## src/lmt_pkg.sv

```systemverilog
// Shared types and constants for the LCD mode timing and STAT interrupt block.
package lmt_pkg;

	localparam int unsigned VISIBLE_LINES = 144;
	localparam int unsigned DOTS_PER_LINE = 456;

	localparam logic [9:0] DOTS_LINE       = 10'(DOTS_PER_LINE);
	localparam logic [7:0] VIS_LINE        = 8'(VISIBLE_LINES);
	localparam logic [9:0] OAM_DOTS        = 10'd80;
	localparam logic [9:0] DRAW_BASE       = 10'd172;
	localparam logic [9:0] DRAW_PER_SPRITE = 10'd8;
	localparam logic [9:0] DRAW_CAP        = 10'd289;
	localparam logic [7:0] LAST_LINE       = 8'd153;
	localparam logic [3:0] MAX_SPRITES     = 4'd10;

	// bit positions in stat_irq_enables
	localparam int unsigned EN_LYC    = 0;
	localparam int unsigned EN_HBLANK = 1;
	localparam int unsigned EN_OAM    = 2;
	localparam int unsigned EN_VBLANK = 3;

	localparam int unsigned CFG_IDX_W  = 1;
	localparam int unsigned CFG_DATA_W = 8;
	localparam logic [CFG_IDX_W-1:0] CFG_LINE_COMPARE = 1'd0;
	localparam logic [CFG_IDX_W-1:0] CFG_STAT_ENABLES = 1'd1;

	typedef enum logic [1:0] {
		MODE_HBLANK = 2'd0,
		MODE_VBLANK = 2'd1,
		MODE_OAM    = 2'd2,
		MODE_DRAW   = 2'd3
	} lmt_mode_t;

	typedef struct packed {
		lmt_mode_t   mode;
		logic [7:0]  line;
		logic [9:0]  cnt;
		logic [8:0]  draw_len;
		logic        match;
	} lmt_walk_t;

	typedef struct packed {
		logic        stat;
		logic        vblank;
		logic        render;
		logic [7:0]  draw_line;
	} lmt_evt_t;

	typedef struct packed {
		logic [7:0]  line_compare;
		logic [3:0]  enables;
	} lmt_cfg_t;

	typedef struct packed {
		lmt_mode_t   mode;
		logic [7:0]  line;
		logic        match;
		logic        stat;
		logic        vblank;
		logic        render;
		logic [7:0]  draw_line;
	} lmt_res_t;

endpackage

```

## src/lcd_mode_timing_and_stat_irq.sv

```systemverilog
// Top level: request registers, configuration registers and tick logic.
// An accepted request is held in the input register, then in the result register on m_tdata.
// Throughput: one request per cycle unless m_tready stalls; the three mode crossings of a
// tick are one cascade of compare-subtract steps between the input and result registers.
// Reset (arst_n low): mode OAM scan, line 0, dot count 0, LCD seen as off,
// both configuration registers 0, both channels empty.
module lcd_mode_timing_and_stat_irq (
	input  logic                             clk,
	input  logic                             arst_n,
	input  logic                             s_tvalid,
	output logic                             s_tready,
	// elapsed_dots[7:0], lcd_on[8], sprites_on_line[12:9], stat_already_pending[13]
	input  logic [15:0]                      s_tdata,
	output logic                             m_tvalid,
	input  logic                             m_tready,
	// lcd_mode[1:0], current_line[9:2], line_match[10], stat_irq[11], vblank_irq[12],
	// render_start[13], render_line_number[21:14]
	output logic [23:0]                      m_tdata,
	input  logic                             cfg_wr_en,
	input  logic [lmt_pkg::CFG_IDX_W-1:0]    cfg_index,
	input  logic [lmt_pkg::CFG_DATA_W-1:0]   cfg_wdata
);
	import lmt_pkg::*;

	logic       valid_s1;
	logic [7:0] dots_s1;
	logic       on_s1;
	logic [3:0] sprites_s1;
	logic       pending_s1;
	logic       valid_s2;
	lmt_res_t   res_s2;
	lmt_res_t   res;
	lmt_cfg_t   cfg_q;
	logic       adv;

	assign adv = valid_s1 && (!valid_s2 || m_tready);
	assign s_tready = !valid_s1 || adv;

	always_ff @(posedge clk or negedge arst_n) begin
		if (!arst_n) begin
			cfg_q <= '0;
		end else if (cfg_wr_en) begin
			unique case (cfg_index)
				CFG_LINE_COMPARE: cfg_q.line_compare <= cfg_wdata[7:0];
				CFG_STAT_ENABLES: cfg_q.enables <= cfg_wdata[3:0];
			endcase
		end
	end

	always_ff @(posedge clk or negedge arst_n) begin
		if (!arst_n) begin
			valid_s1 <= 1'b0;
		end else if (s_tready) begin
			valid_s1 <= s_tvalid;
		end
	end

	always_ff @(posedge clk) begin
		if (s_tvalid && s_tready) begin
			dots_s1 <= s_tdata[7:0];
			on_s1 <= s_tdata[8];
			sprites_s1 <= s_tdata[12:9];
			pending_s1 <= s_tdata[13];
		end
	end

	lmt_tick u_tick (
		.clk(clk),
		.arst_n(arst_n),
		.adv(adv),
		.dots(dots_s1),
		.on(on_s1),
		.sprites(sprites_s1),
		.pending(pending_s1),
		.cfg(cfg_q),
		.res(res)
	);

	always_ff @(posedge clk or negedge arst_n) begin
		if (!arst_n) begin
			valid_s2 <= 1'b0;
		end else if (adv) begin
			valid_s2 <= 1'b1;
		end else if (m_tready) begin
			valid_s2 <= 1'b0;
		end
	end

	always_ff @(posedge clk) begin
		if (adv) begin
			res_s2 <= res;
		end
	end

	assign m_tvalid = valid_s2;
	assign m_tdata = {2'b00, res_s2.draw_line, res_s2.render, res_s2.vblank, res_s2.stat,
		res_s2.match, res_s2.line, res_s2.mode};

`ifndef NO_ASSERTIONS
	a_line_range: assert property (@(posedge clk) disable iff (!arst_n)
		m_tvalid |-> res_s2.line <= LAST_LINE)
		else $error("current line beyond last line");

	a_vblank_entry: assert property (@(posedge clk) disable iff (!arst_n)
		m_tvalid && res_s2.vblank |-> res_s2.line == VIS_LINE && res_s2.mode == MODE_VBLANK)
		else $error("vblank interrupt without entering first vblank line");

	a_render_visible: assert property (@(posedge clk) disable iff (!arst_n)
		m_tvalid && res_s2.render |-> res_s2.draw_line < VIS_LINE)
		else $error("render requested for a non-visible line");

	a_s1_hold: assert property (@(posedge clk) disable iff (!arst_n)
		valid_s1 && !adv |=> valid_s1)
		else $error("stalled request dropped from input register");
`endif

endmodule

```

## src/lmt_step.sv

```systemverilog
// One mode boundary crossing: compare dot count with mode length and advance.
module lmt_step (
	input  lmt_pkg::lmt_walk_t cur,
	input  lmt_pkg::lmt_cfg_t  cfg,
	input  logic               pending,
	input  logic [8:0]         new_draw_len,
	output lmt_pkg::lmt_walk_t nxt,
	output lmt_pkg::lmt_evt_t  evt
);
	import lmt_pkg::*;

	logic [9:0] used;
	logic [9:0] len;
	logic [7:0] line_inc;
	logic       hit;

	always_comb begin
		used = OAM_DOTS + 10'(cur.draw_len);
		unique case (cur.mode)
			MODE_OAM:    len = OAM_DOTS;
			MODE_DRAW:   len = 10'(cur.draw_len);
			MODE_HBLANK: len = (used >= DOTS_LINE) ? 10'd0 : DOTS_LINE - used;
			MODE_VBLANK: len = DOTS_LINE;
		endcase
		line_inc = cur.line + 8'd1;
		nxt = cur;
		evt = '0;
		hit = 1'b0;
		if (cur.cnt >= len) begin
			nxt.cnt = cur.cnt - len;
			unique case (cur.mode)
				MODE_OAM: begin
					nxt.mode = MODE_DRAW;
					nxt.draw_len = new_draw_len;
					evt.render = 1'b1;
					evt.draw_line = cur.line;
				end
				MODE_DRAW: begin
					nxt.mode = MODE_HBLANK;
				end
				MODE_HBLANK: begin
					nxt.line = line_inc;
					if (line_inc >= VIS_LINE) begin
						nxt.mode = MODE_VBLANK;
						evt.vblank = 1'b1;
					end else begin
						nxt.mode = MODE_OAM;
					end
				end
				MODE_VBLANK: begin
					if (line_inc > LAST_LINE) begin
						nxt.line = 8'd0;
						nxt.mode = MODE_OAM;
					end else begin
						nxt.line = line_inc;
					end
				end
			endcase
			nxt.match = (nxt.line == cfg.line_compare);
			hit = (cfg.enables[EN_VBLANK] && nxt.mode == MODE_VBLANK) ||
				(cfg.enables[EN_OAM] && nxt.mode == MODE_OAM) ||
				(cfg.enables[EN_HBLANK] && nxt.mode == MODE_HBLANK) ||
				(cfg.enables[EN_LYC] && nxt.match);
			evt.stat = hit && !pending;
		end
	end

endmodule

```

## src/lmt_tick.sv

```systemverilog
// Timing state registers and the three-crossing cascade for one tick.
module lmt_tick (
	input  logic              clk,
	input  logic              arst_n,
	input  logic              adv,
	input  logic [7:0]        dots,
	input  logic              on,
	input  logic [3:0]        sprites,
	input  logic              pending,
	input  lmt_pkg::lmt_cfg_t cfg,
	output lmt_pkg::lmt_res_t res
);
	import lmt_pkg::*;

	lmt_walk_t  walk_q;
	lmt_walk_t  walk_d;
	logic       was_on_q;
	logic       was_on_d;
	lmt_walk_t  w0, w1, w2, w3;
	lmt_evt_t   e0, e1, e2;
	logic [3:0] ns;
	logic [9:0] dl_full;
	logic [8:0] new_dl;

	always_comb begin
		ns = (sprites > MAX_SPRITES) ? MAX_SPRITES : sprites;
		dl_full = DRAW_BASE + 10'(ns) * DRAW_PER_SPRITE;
		new_dl = (dl_full > DRAW_CAP) ? DRAW_CAP[8:0] : dl_full[8:0];
		w0 = walk_q;
		if (!was_on_q) begin
			w0.mode = MODE_OAM;
			w0.line = 8'd0;
			w0.cnt = 10'd0;
		end
		w0.cnt = w0.cnt + 10'(dots);
	end

	lmt_step u_step0 (.cur(w0), .cfg(cfg), .pending(pending), .new_draw_len(new_dl),
		.nxt(w1), .evt(e0));
	lmt_step u_step1 (.cur(w1), .cfg(cfg), .pending(pending), .new_draw_len(new_dl),
		.nxt(w2), .evt(e1));
	lmt_step u_step2 (.cur(w2), .cfg(cfg), .pending(pending), .new_draw_len(new_dl),
		.nxt(w3), .evt(e2));

	always_comb begin
		res = '0;
		if (on) begin
			walk_d = w3;
			was_on_d = 1'b1;
			res.stat = e0.stat | e1.stat | e2.stat;
			res.vblank = e0.vblank | e1.vblank | e2.vblank;
			res.render = e0.render | e1.render | e2.render;
			priority if (e2.render) res.draw_line = e2.draw_line;
			else if (e1.render) res.draw_line = e1.draw_line;
			else res.draw_line = e0.draw_line;
		end else begin
			walk_d = walk_q;
			was_on_d = 1'b0;
			if (was_on_q) begin
				walk_d.line = 8'd0;
				walk_d.mode = MODE_HBLANK;
				walk_d.cnt = 10'd0;
			end
		end
		res.mode = walk_d.mode;
		res.line = walk_d.line;
		res.match = walk_d.match;
	end

	always_ff @(posedge clk or negedge arst_n) begin
		if (!arst_n) begin
			walk_q <= '{mode: MODE_OAM, line: 8'd0, cnt: 10'd0, draw_len: 9'd0, match: 1'b0};
			was_on_q <= 1'b0;
		end else if (adv) begin
			walk_q <= walk_d;
			was_on_q <= was_on_d;
		end
	end

endmodule
```

## config.mk

```make
export PLATFORM = sky130hd
export DESIGN_NAME = lcd_mode_timing_and_stat_irq
export DESIGN_NICKNAME = d
export VERILOG_FILES = /design/src/lmt_pkg.sv /design/src/lcd_mode_timing_and_stat_irq.sv /design/src/lmt_step.sv /design/src/lmt_tick.sv
export SDC_FILE = /design/constraint.sdc
export NUM_CORES = 1
export LEC_CHECK = 0
export BUFFER_PORTS_ARGS = -buffer_cell sky130_fd_sc_hd__buf_2
export CELL_PAD_IN_SITES_DETAIL_PLACEMENT = 1
export CELL_PAD_IN_SITES_GLOBAL_PLACEMENT = 1
export CORE_AREA = 2 2 142 172
export DETAILED_ROUTE_END_ITERATION = 16
export DIE_AREA = 0 0 144 174
export PLACE_DENSITY_LB_ADDON = 0.1
export SYNTH_ARGS = -nofsm -noshare
export SYNTH_HDL_FRONTEND = slang
export SYNTH_SLANG_ARGS = --single-unit
export TNS_END_PERCENT = 100
```

## constraint.sdc

```tcl
create_clock -name clk -period 35.2 [get_ports clk]
set_input_delay 3.52 -clock clk [delete_from_list [all_inputs] [get_ports clk]]
set_output_delay 3.52 -clock clk [all_outputs]
set_load 0.01 [all_outputs]
```

; ---- After elaboration in Yosys (flattened, before gate mapping)
; Index checks and enable logic that the tools add are counted.
[classes]
mux = 55
reduce_logical = 43
order_cmp = 14
n_eq_ne = 18
bitwise = 7
addsub = 14
[ops]
columns = cell, n
row1 = 30-bit two-way mux, 4
row2 = 10-bit case mux with 4 select lines, 3
row3 = 8-bit two-way mux, 8
row4 = 9-bit two-way mux, 7
row5 = 8-bit case mux with 2 select lines, 3
row6 = 20-bit two-way mux, 2
row7 = 11-bit two-way mux, 3
row8 = 7-bit by 9-bit adder with 10-bit output (first input constant), 3
row9 = 10-bit greater-or-equal comparator, 3
row10 = 10-bit by 9-bit greater-or-equal comparator with 1-bit output (second input constant), 3
row11 = 10-bit two-way mux, 3
row12 = 10-bit subtractor, 3
row13 = 9-bit by 10-bit subtractor with 10-bit output (first input constant), 3
row14 = 8-bit by 1-bit adder with 8-bit output (second input constant), 3
row15 = 8-bit == test, 3
row16 = 8-bit greater-or-equal comparator (second input constant), 3
row17 = 8-bit greater-than comparator (second input constant), 3
row18 = 2-bit case mux with 4 select lines, 3
row19 = 2-bit == test (second input constant), 9
row20 = 2-bit two-way mux, 9
row21 = 1-bit logical AND, 17
row22 = 2-bit by 1-bit == test with 1-bit output (second input constant), 6
row23 = 2-bit logical NOT, 6
row24 = 1-bit logical OR, 11
row25 = other kinds (11), 30
[word_totals]
output_inout_bits = 26
in_bits = 30
register_bits = 81

; ---- Depth between registers and ports, before layout
[logic_depth]
ltp_word = 30
mapped_depth = 69
ltp_nobuf = 62

; ---- Modules after synthesis
; Synthesis repeated with hierarchy kept, for this count alone.
[unflattened]
hier_cells = 1217
area_unflattened_um2 = 10112.2
[by_module_without_submodules]
columns = module, n_inst, cells_each, seq_area_each_um2, area_each_um2
row1 = lmt_step, 3, 310, 0.0, 2100.8
row2 = lmt_tick, 1, 213, 777.0, 2127.0
row3 = lcd_mode_timing_and_stat_irq, 1, 74, 1431.4, 1682.9

; ---- Worst setup path before layout
; No wires, ideal clock.
[synth_path]
path_type = reg2reg
startpoint = register u_tick.was_on_q
endpoint = register u_tick.walk_q[10] in the netlist's numbering
stages_incl_launch_ff = 65
slack_ns = 22.702
t_arrival_ns = 12.376
setup_ns = 0.122
path_buffers = 10
synth_period_minus_slack_ns = 12.498
cell_sequence = dfrtp_1 > buf_4 > buf_6 > clkbuf_1 > clkbuf_1 > and2_1 > ha_1 > a21o_1 > a21oi_1 > o21bai_1 > a21oi_1 > o21bai_1 > a21oi_1 > nor2b_1 > o21ai_0 > xor2_1 > nor2_1 > ha_1 > [29 not listed] > o21ai_0 > a22o_1 > a21oi_1 > nand2b_1 > nor2_1 > a21oi_1 > a2bb2oi_1 > ha_1 > nor2b_1 > o21ai_0 > nand2b_1 > a221oi_1 > o21ai_0 > a21oi_1 > clkbuf_1 > clkbuf_1 > nand2_1 > a32o_1
[synth_between]
elab_chain_cells = 18
elab_cells_between_ends = 56
[synth_lines]
columns = item, line
row1 = from (decl), lmt_tick.sv:17  ; logic was_on_q;
row2 = from (signal assigned), lmt_tick.sv:76  ; was_on_q <= was_on_d;
row3 = "parallel branches: the longest is 18 deep, another holds 10-bit by 8-bit adder with 10-bit output", --
row4 = to (signal assigned), lmt_tick.sv:72  ; walk_q <= '{mode: MODE_OAM, line: 8'd0, cnt: 10'd0, draw_len: 9'd0, match: 1'b0};
row5 = to (signal assigned), lmt_tick.sv:75  ; walk_q <= walk_d;
row6 = to (decl), lmt_tick.sv:15  ; lmt_walk_t walk_q;
; Parallel ways; which one is timed is not known. The select of a mux whose other input is x is not followed.
; A chain may end at the register's enable or synchronous reset.

==> results.md <==
* Clock slew at reported path FFs at 0.07 ns
* Post-CTS setup buffers at 0
* Cell Area, Synth at approximately 9300 µm²
* Worst slew pin tran at between 0.9 and 1 ns
* Area Overhead vs Synth at 8.04%
* Synth warn at 0
* Max-Cap Viols at 0
* DRT antenna net count at 0
* Yosys top cell area share at 0.119
* Tmin final at 15.25 ns
* CP peak stage delay at roughly 0.65 ns
* RSZ-0062 raised after global routing: false
* Vias in the first global route at 9,106
* Antenna violations before repair at 0
* Ys async rst share at 0.556
* Main synth FF type: dfrtp_1
* H-tree levels at 3
* Longest Clk Path Bufs at 2
* Sink Count at between 80 and 90
* Max stage delay cell, worst path: and3_1
* Flip-flop and latch count after synthesis at roughly 80
* Setup Crit Path Kind: reg -> reg
* Fmax at between 60 and 70 MHz
* Die height at about 170 µm
* Cell Rows at 62
* Count of input and output buffers at slightly above 50
* Most common cell after layout, fill and taps aside: nand2_1
* Inserted Diodes at 0
* CTS resizes at 0
* Worst Path Max Fanout at 32
* Worst Setup End Kind: flip-flop
* Slew margin rel. at 0.366
* HP Class: reg -> reg
* Worst setup SP type: flip-flop
* Clock Latency Late Sink at approximately 0.37 ns
* Die W at between 100 and 150 µm
* I/O pin count at 56
* Worst Hold Depth at 2
* Detail Placement HPWL at roughly 27,000 µm
* Final Cycle Share at 0.433
* GRT overflow at 0
* Hold-fix buffers, CTS at 0
* Fin Clk Skew at roughly 0.011 ns
* Setup violators final at 0
* Pre-antenna DRT Iters at 5
* Core ar. at about 24,000 µm²
* Die area at about 25,000 µm²
* Largest net degree at the start of global routing at 46
* Top cells by area, synth: dfrtp_1 12%, edfxtp_1 12%, ha_1 7.6%, nand2_1 5.9%, a21oi_1 5.4%
* Final wirelength at about 33,000 µm
* Status: complete, no violations
* Worst Path Arrival at between 15 and 20 ns
* Via/cell ratio at ~5.9
* Clock tree root driver cell: clkbuf_16
* Wire per inst at roughly 22 µm
* Syn Inst Count at between 1,000 and 1,500
* Post-synth EDFFs at 36
* Seq/Total Area, Yosys at 0.239
* DRT iter0 DRCs at 586
* Most common cell on crit path: a21oi_1
* Post-synth cell types at between 100 and 150
* Leading area contributor after synthesis: dfrtp_1
* Final TNS setup at 0 ns
* Final #Nets at approximately 1,300
* Layout cells sized above 1 at 0.121
* Final hold vios at 0
* WP data required at 35.44 ns
* Most frequent cells in the layout: 146 x nand2_1, 116 x nor2_1, 100 x a21oi_1, 77 x o21ai_0, 56 x ha_1
* Total track usage at 0.272
* First-pass GRT wire length at about 52,000 µm
* Final GP Congestion at around 0.92
* Pins Over Slew Limit at 0
* Mapped Avg Cell Area at 7.85 µm²
* DR DRC count at 0
* CTS tree: built
* R2R depth at 58
* CTS Buf Count at 9
* Starting Density at 0.394
* Vias after detailed routing at roughly 9,000
## critical path, delay by kind of cell (launching register included)
family	cells	cell delay, ns
adders and majority gates	6	2.04
xor gates and xnor gates	1	0.25
and+or+nand+nor	19	4.08
DFF	1	0.45
AOI/OAI and AO/OA	27	6.97
buffers and inverters	4	1.02
muxes	1	0.26
## kinds of logic after synthesis
logic type	synth area share
and+or+nand+nor	0.228
other	0.000405
DFF	0.239
adders and majority gates	0.0843
muxes	0.0341
AOI/OAI and AO/OA	0.286
buffers and inverters	0.0520
xor gates and xnor gates	0.0762
## cells in the mapped netlist, drive strengths merged, types with 11 or more instances
| cell | n |
|---|---|
| a211oi | 15 |
| a21o | 26 |
| a21oi | 103 |
| a31oi | 17 |
| and2 | 29 |
| buf | 22 |
| clkbuf | 44 |
| dfrtp | 44 |
| edfxtp | 36 |
| ha | 56 |
| inv | 48 |
| mux2 | 18 |
| nand2 | 147 |
| nand2b | 21 |
| nand3 | 28 |
| nand4 | 13 |
| nor2 | 117 |
| nor2b | 15 |
| nor3 | 18 |
| o21ai | 88 |
| o22ai | 11 |
| xnor2 | 47 |
| xor2 | 31 |
## flip-flops by register name (all words and copies together), names as in the netlist, 4 cells and up
register,cells
m_tdata,22
u_tick.walk_q,20
cfg_q,12
u_tick.w0,10
dots_s1,8
sprites_s1,4
## path summary, 6_finish.rpt
check                                               from                            end  slack (ns)
max                          u_tick.was_on_q$_DFFE_PN0P_           m_tdata[6]$_DFFE_PP_       19.95
min                        u_tick.walk_q[12]$_DFFE_PN0P_  u_tick.walk_q[12]$_DFFE_PN0P_        0.47
max reg2reg                  u_tick.was_on_q$_DFFE_PN0P_           m_tdata[6]$_DFFE_PP_       19.95
min reg2reg                u_tick.walk_q[12]$_DFFE_PN0P_  u_tick.walk_q[12]$_DFFE_PN0P_        0.47
max in group asynchronous                         arst_n  u_tick.walk_q[19]$_DFFE_PN0P_       31.40
min in group asynchronous                         arst_n          cfg_q[10]$_DFFE_PN0P_        3.30
## area by class of cell
cell class	instances	area, µm²
fillers	2861	13500
multi-input cells	985	6570
flip-flops and latches	81	2210
well taps	320	400
repair buffers	64	353
clock buffers	10	239
inverters	48	180
clock inverters	6	50.0
## routing by layer
metal	track usage	vias to the layer above	share of wire
li1	-	4311	-
met1	0.317	4436	0.40
met2	0.487	176	0.51
met3	0.0270	71	0.029
met4	0.145	0	0.058
met5	0	-	0
## through the flow
| stage | instance area [µm²] | utilization | cells | setup WS, ns | hold WS [ns] |
|---|---|---|---|---|---|
| finish | 10000 | 0.426 | 1514 | 19.95 | 0.475 |
| global route | 10000 | 0.426 | 1514 | 18.57 | 0.515 |
| CTS | 10000 | 0.426 | 1514 | 19.99 | 0.482 |
| detailed placement | 9710 | 0.413 | 1498 | 20.10 | 0.467 |
| global placement | 9710 | 0.413 | 1498 | 20.26 | 0.457 |
| floorplan | 9260 | - | 1180 | 22.70 | 0.442 |
Power is left out: the tool's default activity adds up to more than one toggle a clock period on the data nets, which glitch-free logic cannot reach.
